===== src/design/gbss_pkg.sv =====
package gbss_pkg;

  localparam int NUM_CLASSES_DEF = 16;
  localparam int MAX_SAMPLES_DEF = 1048576;

  localparam int IDX_W  = 21;
  localparam int FEAT_W = 32;
  localparam int GAIN_W = 17;
  localparam int EPS_W  = 31;
  localparam int CFG_W  = 31;
  localparam int DIV_W  = 48;
  localparam int QUO_W  = 64;

  localparam logic [1:0] CFG_MIN_LEAF = 2'd0;
  localparam logic [1:0] CFG_FEAT_EPS = 2'd1;
  localparam logic [1:0] CFG_GAIN_EPS = 2'd2;

  localparam logic [GAIN_W-1:0] GAIN_MAX = 17'd65536;

  typedef struct packed {
    logic                     req_type;
    logic signed [FEAT_W-1:0] feature;
    logic [3:0]               class_id;
    logic [11:0]              weight;
    logic                     last;
  } in_t;

  typedef struct packed {
    logic                     split_valid;
    logic [IDX_W-1:0]         split_index;
    logic signed [FEAT_W-1:0] threshold;
    logic [GAIN_W-1:0]        best_gain;
  } out_t;

  typedef enum logic [4:0] {
    OP_NONE,
    OP_LOAD,
    OP_READ,
    OP_T_MUL0,
    OP_T_MUL1,
    OP_T_ACC,
    OP_S_FIRST,
    OP_S_UPD,
    OP_S_M1,
    OP_S_M2,
    OP_S_M3,
    OP_S_M4,
    OP_DIV_A,
    OP_DIV_B,
    OP_DIV_C,
    OP_DIV_G,
    OP_SUM,
    OP_CMP,
    OP_ADV,
    OP_EMIT
  } dp_op_t;

  typedef enum logic [1:0] {
    DSEL_A,
    DSEL_B,
    DSEL_C,
    DSEL_G
  } div_sel_t;

  typedef struct packed {
    dp_op_t op;
  } cmd_t;

  typedef struct packed {
    logic req_type;
    logic last;
    logic tally_ok;
    logic scan_ok;
    logic scan_first;
    logic cand;
    logic l_zero;
    logic div_done;
    logic out_busy;
  } status_t;

endpackage


===== src/design/gbss_ctrl.sv =====
module gbss_ctrl (
  input  logic              clk,
  input  logic              rst,
  input  logic              in_valid,
  output logic              in_ready,
  output gbss_pkg::cmd_t    cmd,
  input  gbss_pkg::status_t status
);

  typedef enum logic [4:0] {
    S_IDLE, S_RD, S_T0, S_T1, S_T2, S_FIRST, S_UPD, S_M1, S_M2, S_M3, S_M4,
    S_CHK, S_DA, S_WA, S_DB, S_WB, S_DC, S_WC, S_SUM, S_DG, S_WG, S_CMP,
    S_ADV, S_FIN
  } state_t;

  state_t state;
  state_t state_next;

  assign in_ready = (state == S_IDLE);

  always_comb begin
    state_next = state;
    cmd.op     = gbss_pkg::OP_NONE;
    case (state)
      S_IDLE: begin
        if (in_valid) begin
          cmd.op     = gbss_pkg::OP_LOAD;
          state_next = S_RD;
        end
      end
      S_RD: begin
        cmd.op = gbss_pkg::OP_READ;
        if (!status.req_type) begin
          state_next = status.tally_ok ? S_T0 : S_IDLE;
        end else if (!status.scan_ok) begin
          state_next = status.last ? S_FIN : S_IDLE;
        end else begin
          state_next = status.scan_first ? S_FIRST : S_UPD;
        end
      end
      S_T0: begin
        cmd.op     = gbss_pkg::OP_T_MUL0;
        state_next = S_T1;
      end
      S_T1: begin
        cmd.op     = gbss_pkg::OP_T_MUL1;
        state_next = S_T2;
      end
      S_T2: begin
        cmd.op     = gbss_pkg::OP_T_ACC;
        state_next = S_IDLE;
      end
      S_FIRST: begin
        cmd.op     = gbss_pkg::OP_S_FIRST;
        state_next = S_ADV;
      end
      S_UPD: begin
        cmd.op     = gbss_pkg::OP_S_UPD;
        state_next = S_M1;
      end
      S_M1: begin
        cmd.op     = gbss_pkg::OP_S_M1;
        state_next = S_M2;
      end
      S_M2: begin
        cmd.op     = gbss_pkg::OP_S_M2;
        state_next = S_M3;
      end
      S_M3: begin
        cmd.op     = gbss_pkg::OP_S_M3;
        state_next = S_M4;
      end
      S_M4: begin
        cmd.op     = gbss_pkg::OP_S_M4;
        state_next = S_CHK;
      end
      S_CHK: begin
        state_next = status.cand ? S_DA : S_ADV;
      end
      S_DA: begin
        cmd.op     = gbss_pkg::OP_DIV_A;
        state_next = status.l_zero ? S_DB : S_WA;
      end
      S_WA: begin
        if (status.div_done) begin
          state_next = S_DB;
        end
      end
      S_DB: begin
        cmd.op     = gbss_pkg::OP_DIV_B;
        state_next = S_WB;
      end
      S_WB: begin
        if (status.div_done) begin
          state_next = S_DC;
        end
      end
      S_DC: begin
        cmd.op     = gbss_pkg::OP_DIV_C;
        state_next = S_WC;
      end
      S_WC: begin
        if (status.div_done) begin
          state_next = S_SUM;
        end
      end
      S_SUM: begin
        cmd.op     = gbss_pkg::OP_SUM;
        state_next = S_DG;
      end
      S_DG: begin
        cmd.op     = gbss_pkg::OP_DIV_G;
        state_next = S_WG;
      end
      S_WG: begin
        if (status.div_done) begin
          state_next = S_CMP;
        end
      end
      S_CMP: begin
        cmd.op     = gbss_pkg::OP_CMP;
        state_next = S_ADV;
      end
      S_ADV: begin
        cmd.op     = gbss_pkg::OP_ADV;
        state_next = status.last ? S_FIN : S_IDLE;
      end
      S_FIN: begin
        if (!status.out_busy) begin
          cmd.op     = gbss_pkg::OP_EMIT;
          state_next = S_IDLE;
        end
      end
      default: begin
        state_next = S_IDLE;
      end
    endcase
  end

  always_ff @(posedge clk) begin
    if (rst) begin
      state <= S_IDLE;
    end else begin
      state <= state_next;
    end
  end

endmodule


===== config.mk =====
export PLATFORM = sky130hd
export DESIGN_NAME = gbss_ctrl
export DESIGN_NICKNAME = d
export VERILOG_FILES = /design/src/design/gbss_pkg.sv /design/src/design/gbss_ctrl.sv
export SDC_FILE = /design/constraint.sdc
export NUM_CORES = 1
export LEC_CHECK = 0
export BUFFER_PORTS_ARGS = -buffer_cell sky130_fd_sc_hd__buf_2
export CORE_MARGIN = 2
export CORE_UTILIZATION = 33
export DETAILED_ROUTE_END_ITERATION = 16
export MAX_ROUTING_LAYER = met4
export PLACE_DENSITY = 0.59
export SETUP_SLACK_MARGIN = 0.4
export SKIP_CTS_REPAIR_TIMING = 1
export SLEW_MARGIN = 5
export SYNTH_ARGS = -nofsm -noshare
export SYNTH_HDL_FRONTEND = slang
export SYNTH_SLANG_ARGS = --single-unit

===== constraint.sdc =====
create_clock -name clk -period 1.6 [get_ports clk]
set_input_delay 0.16 -clock clk [delete_from_list [all_inputs] [get_ports clk]]
set_output_delay 0.16 -clock clk [all_outputs]
set_load 0.01 [all_outputs]

Yosys cells after proc, flatten, opt, wreduce, memory -nomap -nowiden --
Cells that the tools add are included.
Word-level totals: bits in registers 5, input port bits 12, word-level logic and storage cells 50
Operators by class: eq/ne operators 29, muxes and demuxes 17, reduce and logical (&&, ||, !) cells 3
Operators with widths (number):
- 5-bit one-hot mux with 22 select lines | 1
- 5-bit one-hot mux with 19 select lines | 1
- 5-bit 2-to-1 mux | 11
- 5-bit by 4-bit == test with 1-bit output (second input constant) | 8
- 5-bit == test (second input constant) | 8
- 5-bit by 3-bit == test with 1-bit output (second input constant) | 4
- 2-bit != test (second input constant) | 6
- 5-bit by 2-bit == test with 1-bit output (second input constant) | 2
- 2-bit 2-to-1 mux | 3
- 6-bit AND reduction | 1
- 5-bit by 1-bit == test with 1-bit output (second input constant) | 1
- 5-bit logical NOT | 1
- 2-bit OR reduction | 1
- 1-bit 2-to-1 mux | 1

Longest topological paths before layout --
Gate-level depths: netlist of the first run.
depth in word-level cells 4, mapped depth 7, mapped depth without buffers 5

Worst setup path before layout of the first run --
Ideal clock, no wire load.
path type reg2out, from register state[2], to output cmd[3] (netlist name), arrival 1.182 ns, setup slack 0.258 ns, cell stages (with the launch flop) 7, buffers on the path 2, cell sequence dfxtp_1 -> buf_4 -> buf_2 -> nor2_1 -> o21ai_0 -> a21oi_1 -> a31o_2
RTL lines:
- start, declared | line gbss_ctrl.sv:16 | state_t state;
- start signal, assigned | line gbss_ctrl.sv:144 | state <= state_next;
- end, declared | line gbss_ctrl.sv:6 | output gbss_pkg::cmd_t cmd,

==> metrics, run 1 <==
status complete, no violations; layout net count 159; WL/cell around 15 um; CTS Buf Count 3; count leader, synth nand2_1; worst hold slack 139 ps; Worst-Margin Slew 456 ps; Biggest register state; htree depth 1; most instantiated cells after synthesis 14 x nand2_1, 11 x nor2_1, 10 x a21oi_1; Fin. Hold Viols 0; hold path startpoint rst; Gate power share 72.8%; internal power 0.786 mW; Final setup violation count 0; I/O pins 18; Tot GR Track Use 18.1%; max FFs per register 5; dpl hpwl 1.66 mm; sequential share of power ~17%; worst r2r path cells 5; number of synthesized flops with an enable pin 0; Layout area overhead 48.3%; worst-path fanout max 5; CTS tree done; clk_lat worst skew 250 ps; Hold EP state[3]; endpoint type of the worst setup path output port; Core ar. 2190 um2; Antenna Cells 0; Slew headroom between 60% and 70%; Max Freq ~630 MHz; startpoint types flop; Post-route DRC 0; Congestion Overflow GR 0; post-synth top area cell dfxtp_1; Syn Std Cell Area 762 um2; Seq/Total Area, Yosys 13.1%; Via Count 980; CP required 1440 ps; Post-Place Cells around 160; VDD IR max between 0.7 and 0.8 mV; YS warnings 0; first-pass GRT wire length 3.67 mm; Critical Path AT 1440 ps; vias in the first global route 851; period utilisation layout 99.8%; Total Power 1.48 mW; Slew Viols, Final 0; Clk pin slew, worst setup/hold paths 40 ps; r2r startpoint state[2]; port bufs 17; share of Yosys cell area claimed by the top area cell type 13.1%; First DRT Iteration DRCs 16; vias per cell between 5 and 6; fin crit period around 1600 ps; Final WS setup 3.72 ps; pre-CTS setup slack 106 ps; WHS Path Cells 2; Initial Util 34.8%; Pre-antenna DRT Iters 4; Power per Cell Area between 1000 and 1500 nW/um2; largest registers state x5; CTS Buffer Depth 2; skew final 3.32 ps; clock share of power 10.1%; RSZ-0062 raised after global routing true; HP Class in2reg; share of cells above drive strength 1 50.0%; largest cells by area after synthesis dfxtp_1 13%, nand2_1 6.9%, a21oi_1 6.6%, nor2_1 5.4%, o21ai_0 4.6%; CP Class reg2out; Die Y 52.1 um; Net Sw Frac 47.1%; pin count of the biggest net entering global routing 19; routability cong. 0.907; RR Endpoint state[1]; DIE AREA around 2700 um2; Clock Root Buffer clkbuf_4; Setup TNS Final 0 ps; DP Area 910 um2; final wirelength 2.54 mm; R2R setup slack 30 ps; register bit total from synthesis 5; antenna-violating nets left 0; Die Wd 52.1 um; synthesized area per cell 6.93 um2; CTS Sinks 5; initial antenna violation count 0; Final Cell Area 1130 um2; Max-Cap Viols 0; leakage power total 0.473 nW; Non-Filler Instances 174; Synth cell types 43; Post-Syn Nets 122; cells after synthesis between 100 and 150; Final Util 51.6%; ys async rst share 0%; P_sw 0.699 mW; row count 17; most used flip-flop cell after synthesis dfxtp_1
-- critical path: stages (launching register included) --
cell and delay, ps:
dfxtp_4 350, buf_6 120, or2_4 220, o211a_1 130, a21oi_2 140, o32ai_2 80
buf_2 140
-- layout by cell type, fill, tap and decap left out, types with 2 or more instances in the layout --
cell / synthesis / final
a211oi_1: 4 / 3
a21oi_1: 10 / 7
a21oi_2: 0 / 3
buf_2: 4 / 17
buf_4: 2 / 18
buf_6: 3 / 6
clkbuf_4: 0 / 3
dfxtp_4: 0 / 5
inv_1: 3 / 3
nand2_1: 14 / 13
nand2_2: 1 / 2
nand4b_1: 2 / 2
nor2_1: 11 / 10
nor2_2: 1 / 2
nor2b_1: 4 / 3
nor3_1: 6 / 5
o21ai_0: 7 / 4
o21ai_1: 1 / 3
o2bb2ai_1: 4 / 4
o32ai_2: 0 / 2
-- power groups by stage --
stage	Clock, mW	Combinational [mW]	Sequential, mW
5_1_grt	0.161	1.17	0.259
4_1_cts	0.156	0.832	0.256
3_5_place_dp	0	0.829	0.258
6_report	0.151	1.08	0.253
2_1_floorplan	0	0.711	0.197
3_3_place_gp	0	0.825	0.256
-- cell type report --
class,instances,area (um2)
fillers,217,1060
multi-input cells,91,642
repair buffers,42,293
flip-flops and latches,5,119
well taps,28,35.0
clock buffers,4,26.3
inverters,4,15.0
-- layer usage --
metal  global-route usage, %  wire, um  up-vias
met5                       -         0        -
met4                    7.02        27        0
met3                    2.01       108        4
met2                    31.2      1350       27
met1                    21.5      1050      464
li1                        -         -      485
-- how the worst max path moves through the flow --
stage | slack [ps] | start | end | cells past startpoint
2_1_floorplan | 360 | state[4] | state[1] | 5
3_3_place_gp | 100 | state[4] | state[4] | 6
3_5_place_dp | 110 | state[0] | cmd[1] | 5
4_1_cts | -160 | state[0] | cmd[1] | 5
5_1_grt | -70 | state[2] | state[1] | 5
6_report | 4 | state[1] | cmd[0] | 6
-- cells by family after synthesis --
group | Yosys count | share of synthesized area, %
xor gates and xnor gates | 2 | 2.30
AOI/OAI and AO/OA | 41 | 40.1
DFF | 5 | 13.1
buffers and inverters | 14 | 12.8
and+or+nand+nor | 48 | 31.7
Note: power is estimated with default switching activity, not from simulation.
==> inputs of run 2 (changes only) <==
--- a/config.mk
+++ b/config.mk
@@ -6,6 +6,7 @@
 export NUM_CORES = 1
 export LEC_CHECK = 0
 export BUFFER_PORTS_ARGS = -buffer_cell sky130_fd_sc_hd__buf_2
+export CAP_MARGIN = 15
 export CORE_MARGIN = 2
 export CORE_UTILIZATION = 33
 export DETAILED_ROUTE_END_ITERATION = 16
==> constraint.sdc (replaced) <==
create_clock -name clk -period 1.6 [get_ports clk]
set_input_delay 0.16 -clock clk [delete_from_list [all_inputs] [get_ports clk]]
set_output_delay 0.16 -clock clk [all_outputs]
set_load 0.05 [all_outputs]
==> run 2 against run 1 <==
The run now ends with negative setup slack left. Total power grew 40%. Die area is the same. Worst hold slack gained 16 ps. Via count grew 1.9%. Cell area grew 13%. Wire length is essentially flat. Critical path type unchanged. Largest cell class unchanged. Highest routed layer unchanged.
==> metrics, run 2 (synthesis gave the netlist of run 1 again) <==
sequential share of power about 14%; port bufs 17; endpoint type of the worst setup path output port; antenna-violating nets left 0; clock share of power roughly 7.2%; CTS Buf Count 3; DIE AREA 2710 um2; Worst-Margin Slew 405 ps; Final setup violation count 2; first-pass GRT wire length 3.97 mm; Gate power share 79.1%; share of cells above drive strength 1 between 50% and 60%; Setup TNS Final -71.8 ps; HP Class in2reg; Layout area overhead 67.2%; Critical Path AT 1510 ps; Non-Filler Instances around 170; row count 17; pin count of the biggest net entering global routing 19; Initial Util 34.8%; CTS Buffer Depth 2; Max-Cap Viols 0; Clock Root Buffer clkbuf_4; Final WS setup -65.3 ps; skew final 6.15 ps; largest registers state x5; CP required 1440 ps; most frequent cells in the layout 20 x buf_4, 14 x nand2_1, 11 x buf_2; First DRT Iteration DRCs 33; CTS Sinks 5; Biggest register state; Congestion Overflow GR 0; Slew Viols, Final 0; Tot GR Track Use around a fifth; Pre-antenna DRT Iters 4; Fin. Hold Viols 0; internal power 1.02 mW; status finished, violations left; CP peak stage delay 390 ps; I/O pins 18; VDD IR max 0.788 mV; most common cell after layout, fill and taps aside buf_4; leakage power total 0.496 nW; critical path cell sequence buf_12 -> nand2_1 -> o211a_1 -> a21oi_2 -> o32ai_4 -> buf_6; initial antenna violation count 0; Post-Place Cells 161; CP Class reg2out; startpoint types flop; RSZ-0062 raised after global routing true; Core ar. 2190 um2; final wirelength 2.54 mm; routability cong. 0.829; clk_lat worst skew 250 ps; layout net count 158; vias per cell 5.77; Die Wd 52.1 um; fill cell count 202; CTS tree done; dpl hpwl 1.81 mm; fin crit period 1670 ps; failing checks negative setup slack; WP buf/inv 2; Slew headroom ~73%; P_sw 1.06 mW; vias in the first global route just under 900; max FFs per register 5; WL/cell 14.7 um; Power per Cell Area 1640 nW/um2; critical path's top delay family compound AO/OA/AOI/OAI gates; Net Sw Frac 50.9%; Antenna Cells 0; Clk pin slew, worst setup/hold paths 50 ps; period utilisation layout 104%; slowest CP cell dfxtp_4; worst-path fanout max 6; Final Util 58.1%; Post-route DRC 0; htree depth 1; Max Freq 600 MHz; Die Y 52.1 um; Via Count 999
-- run 2: cell count changes in the layout (fill, tap and decap cells not counted), sizes merged --
cell	change
clkbuf	-1
clkinvlp	+1
inv	-1
-- run 2: worst reg2reg max path: stages, from the launching register on --
cell	delay, ps
dfxtp_4	370
buf_4	140
buf_4	160
xor2_1	170
a311oi_4	340
nand2_2	160
o2bb2ai_2	150
-- run 2: path summary, 6_finish.rpt --
| check | start | to | slack, ps | depth (start not counted) |
|---|---|---|---|---|
| min reg2reg | state[4] | state[4] | 570 | 1 |
| max | state[1] | cmd[0] | -70 | 6 |
| max reg2reg | state[2] | state[2] | 40 | 6 |
| min | rst | state[3] | 160 | 2 |
-- run 2: final cells by class --
class / count / area [um2] / area share (%)
inverters: 4 / 18.8 / 1.47
flip-flops and latches: 5 / 119 / 9.33
repair buffers: 41 / 330 / 25.9
clock buffers: 4 / 26.3 / 2.06
well taps: 28 / 35.0 / 2.75
multi-input cells: 91 / 744 / 58.4
-- run 2: power groups by stage --
stage	sequential [mW]	combinational (mW)	clock [mW]
after detailed placement	0.282	1.30	0
after CTS	0.280	1.30	0.150
final	0.285	1.65	0.151
after global placement	0.282	1.28	0
after global routing	0.296	1.76	0.164
after floorplan	0.197	1.15	0
-- run 2: routing by layer --
metal	wire length (um)	GRT usage [%]	share of wire (%)	vias to the layer above
met5	0	-	0	-
met4	29	5.26	1.1	0
met3	145	2.30	5.7	4
met2	1300	33.8	51	36
met1	1060	25.3	42	476
li1	-	-	-	483
-- run 2: metrics by stage --
stage / power [mW] / hold WS, ps / instance area, um2 / worst slack, ps
floorplan: 1.35 / 232 / 910 / 202
global placement: 1.57 / 370 / 1030 / 86.9
detailed placement: 1.58 / 374 / 1030 / 75.4
CTS: 1.73 / 120 / 1050 / -184
global route: 2.22 / 157 / 1270 / -130
finish: 2.09 / 155 / 1270 / -65.3
==> inputs of run 3 (changes only) <==
--- a/config.mk
+++ b/config.mk
@@ -12,6 +12,7 @@
 export DETAILED_ROUTE_END_ITERATION = 16
 export MAX_ROUTING_LAYER = met4
 export PLACE_DENSITY = 0.59
+export REMOVE_ABC_BUFFERS = 1
 export SETUP_SLACK_MARGIN = 0.4
 export SKIP_CTS_REPAIR_TIMING = 1
 export SLEW_MARGIN = 5
==> run 3 against run 2 <==
The flow still finishes with violations (negative setup slack). Sequential power decreased by 12%. Critical path depth shrank 2. Worst hold slack lost 52 ps. Die area unchanged. Global-route usage decreased by 0.71 points. Via count up 1.4%. Wire length up 7.5%. Sequential cell count did not move. Cell area shrank 5.0%. Fmax is 1.4% higher. Sequential share of layout area increased by 0.49 points. Clock power increased by 4%.
==> metrics, run 3 (synthesis gave the netlist of run 1 again) <==
fill cell count 191; pre-CTS setup slack 36.9 ps; largest registers state x5; r2r startpoint state[1]; Clk pin slew, worst setup/hold paths 50 ps; critical path cell sequence buf_4 -> xnor2_1 -> o32ai_1 -> buf_4; Tot GR Track Use 19.3%; port bufs 17; HP Class in2reg; Initial Util 34.8%; Die Wd 52.1 um; first-pass GRT wire length 3.84 mm; RR Endpoint state[2]; layout net count 161; initial antenna violation count 0; Pre-antenna DRT Iters 4; DIE AREA between 2000 and 3000 um2; most common cell after layout, fill and taps aside buf_4; startpoint types flop; R2R setup slack roughly 90 ps; dpl hpwl 1.70 mm; Power per Cell Area 1540 nW/um2; Non-Filler Instances ~180; Worst-Margin Slew 370 ps; Max-Cap Viols 0; WL/cell 15.5 um; CP Class reg2out; failing checks negative setup slack; CTS tree done; CP required 1440 ps; CTS Buf Count 3; worst r2r path cells 7; final wirelength 2.73 mm; WP buf/inv 2; Final WS setup -42.7 ps; routability cong. approximately 0.84; leakage power total 0.504 nW; Slew headroom between 70% and 80%; VDD IR max 1.30 mV; Die Y between 50 and 60 um; critical path's top delay family buffers and inverters; share of cells above drive strength 1 52.0%; endpoint type of the worst setup path output port; Slew Viols, Final 0; CP peak stage delay 390 ps; Critical Path AT 1480 ps; vias per cell 5.76; Via Count between 1,000 and 1,500; Post-route DRC 0; Clock Root Buffer clkbuf_4; Congestion Overflow GR 0; clk_lat worst skew 260 ps; critical path depth 4; vias in the first global route 837; fin crit period around 1600 ps; antenna-violating nets left 0; Post-Place Cells 163; Core ar. 2190 um2; htree depth 1; Layout area overhead 58.8%; CP Capture Point cmd[1]; CTS Buffer Depth 2; Final setup violation count 3; skew final 10.5 ps; period utilisation layout 103%; Fin. Hold Viols 0; CP startpoint state[0]; row count 17; worst hold slack roughly 100 ps; Biggest register state; max FFs per register 5; CTS Sinks 5; most frequent cells in the layout 20 x buf_4, 11 x nand2_1, 11 x buf_2; Antenna Cells 0; worst-path fanout max 10; RSZ-0062 raised after global routing true; pin count of the biggest net entering global routing 14; Max Freq approximately 600 MHz; status finished, violations left; most used cell, CP buf_4; I/O pins 18; First DRT Iteration DRCs 53; slowest CP cell dfxtp_4
## run 3: cell type report
type	instances	area (um2)	area share [%]
clock buffer	3	22.5	1.86
clock inverter	1	5.00	0.414
multi-input combinational	91	639	52.8
inverter	4	15.0	1.24
sequential	5	119	9.82
tap	28	35.0	2.90
timing repair buffer	44	374	30.9
## run 3: per-layer routing
metal	wire (um)	GRT usage (%)	vias up
met5	0	-	-
met4	64	2.63	0
met3	248	5.46	10
met2	1210	29.1	53
met1	1210	26.2	467
li1	-	-	483
## run 3: worst min-delay path by stage
stage	start	to	slack, ps	depth (start not counted)
floorplan	rst	state[3]	230	1
global placement	rst	state[3]	370	2
detailed placement	rst	state[3]	370	2
CTS	rst	state[3]	110	2
global route	rst	state[3]	120	2
finish	rst	state[3]	100	2
## run 3: power breakdown
part,switching [mW],total [mW],internal [mW]
Combinational,0.836,1.45,0.616
Clock,0.0655,0.157,0.0913
Sequential,0.0816,0.250,0.168
Total,0.983,1.86,0.875
## run 3: metrics by stage
step / setup TNS (ps) / util (%) / total power, mW / area [um2]
after CTS: -904 / 44.5 / 1.50 / 975
final: -100 / 55.2 / 1.86 / 1210
after global placement: 0 / 43.2 / 1.33 / 947
after floorplan: -1910 / - / 0.986 / 679
after global routing: -305 / 55.2 / 1.96 / 1210
after detailed placement: 0 / 43.2 / 1.34 / 947
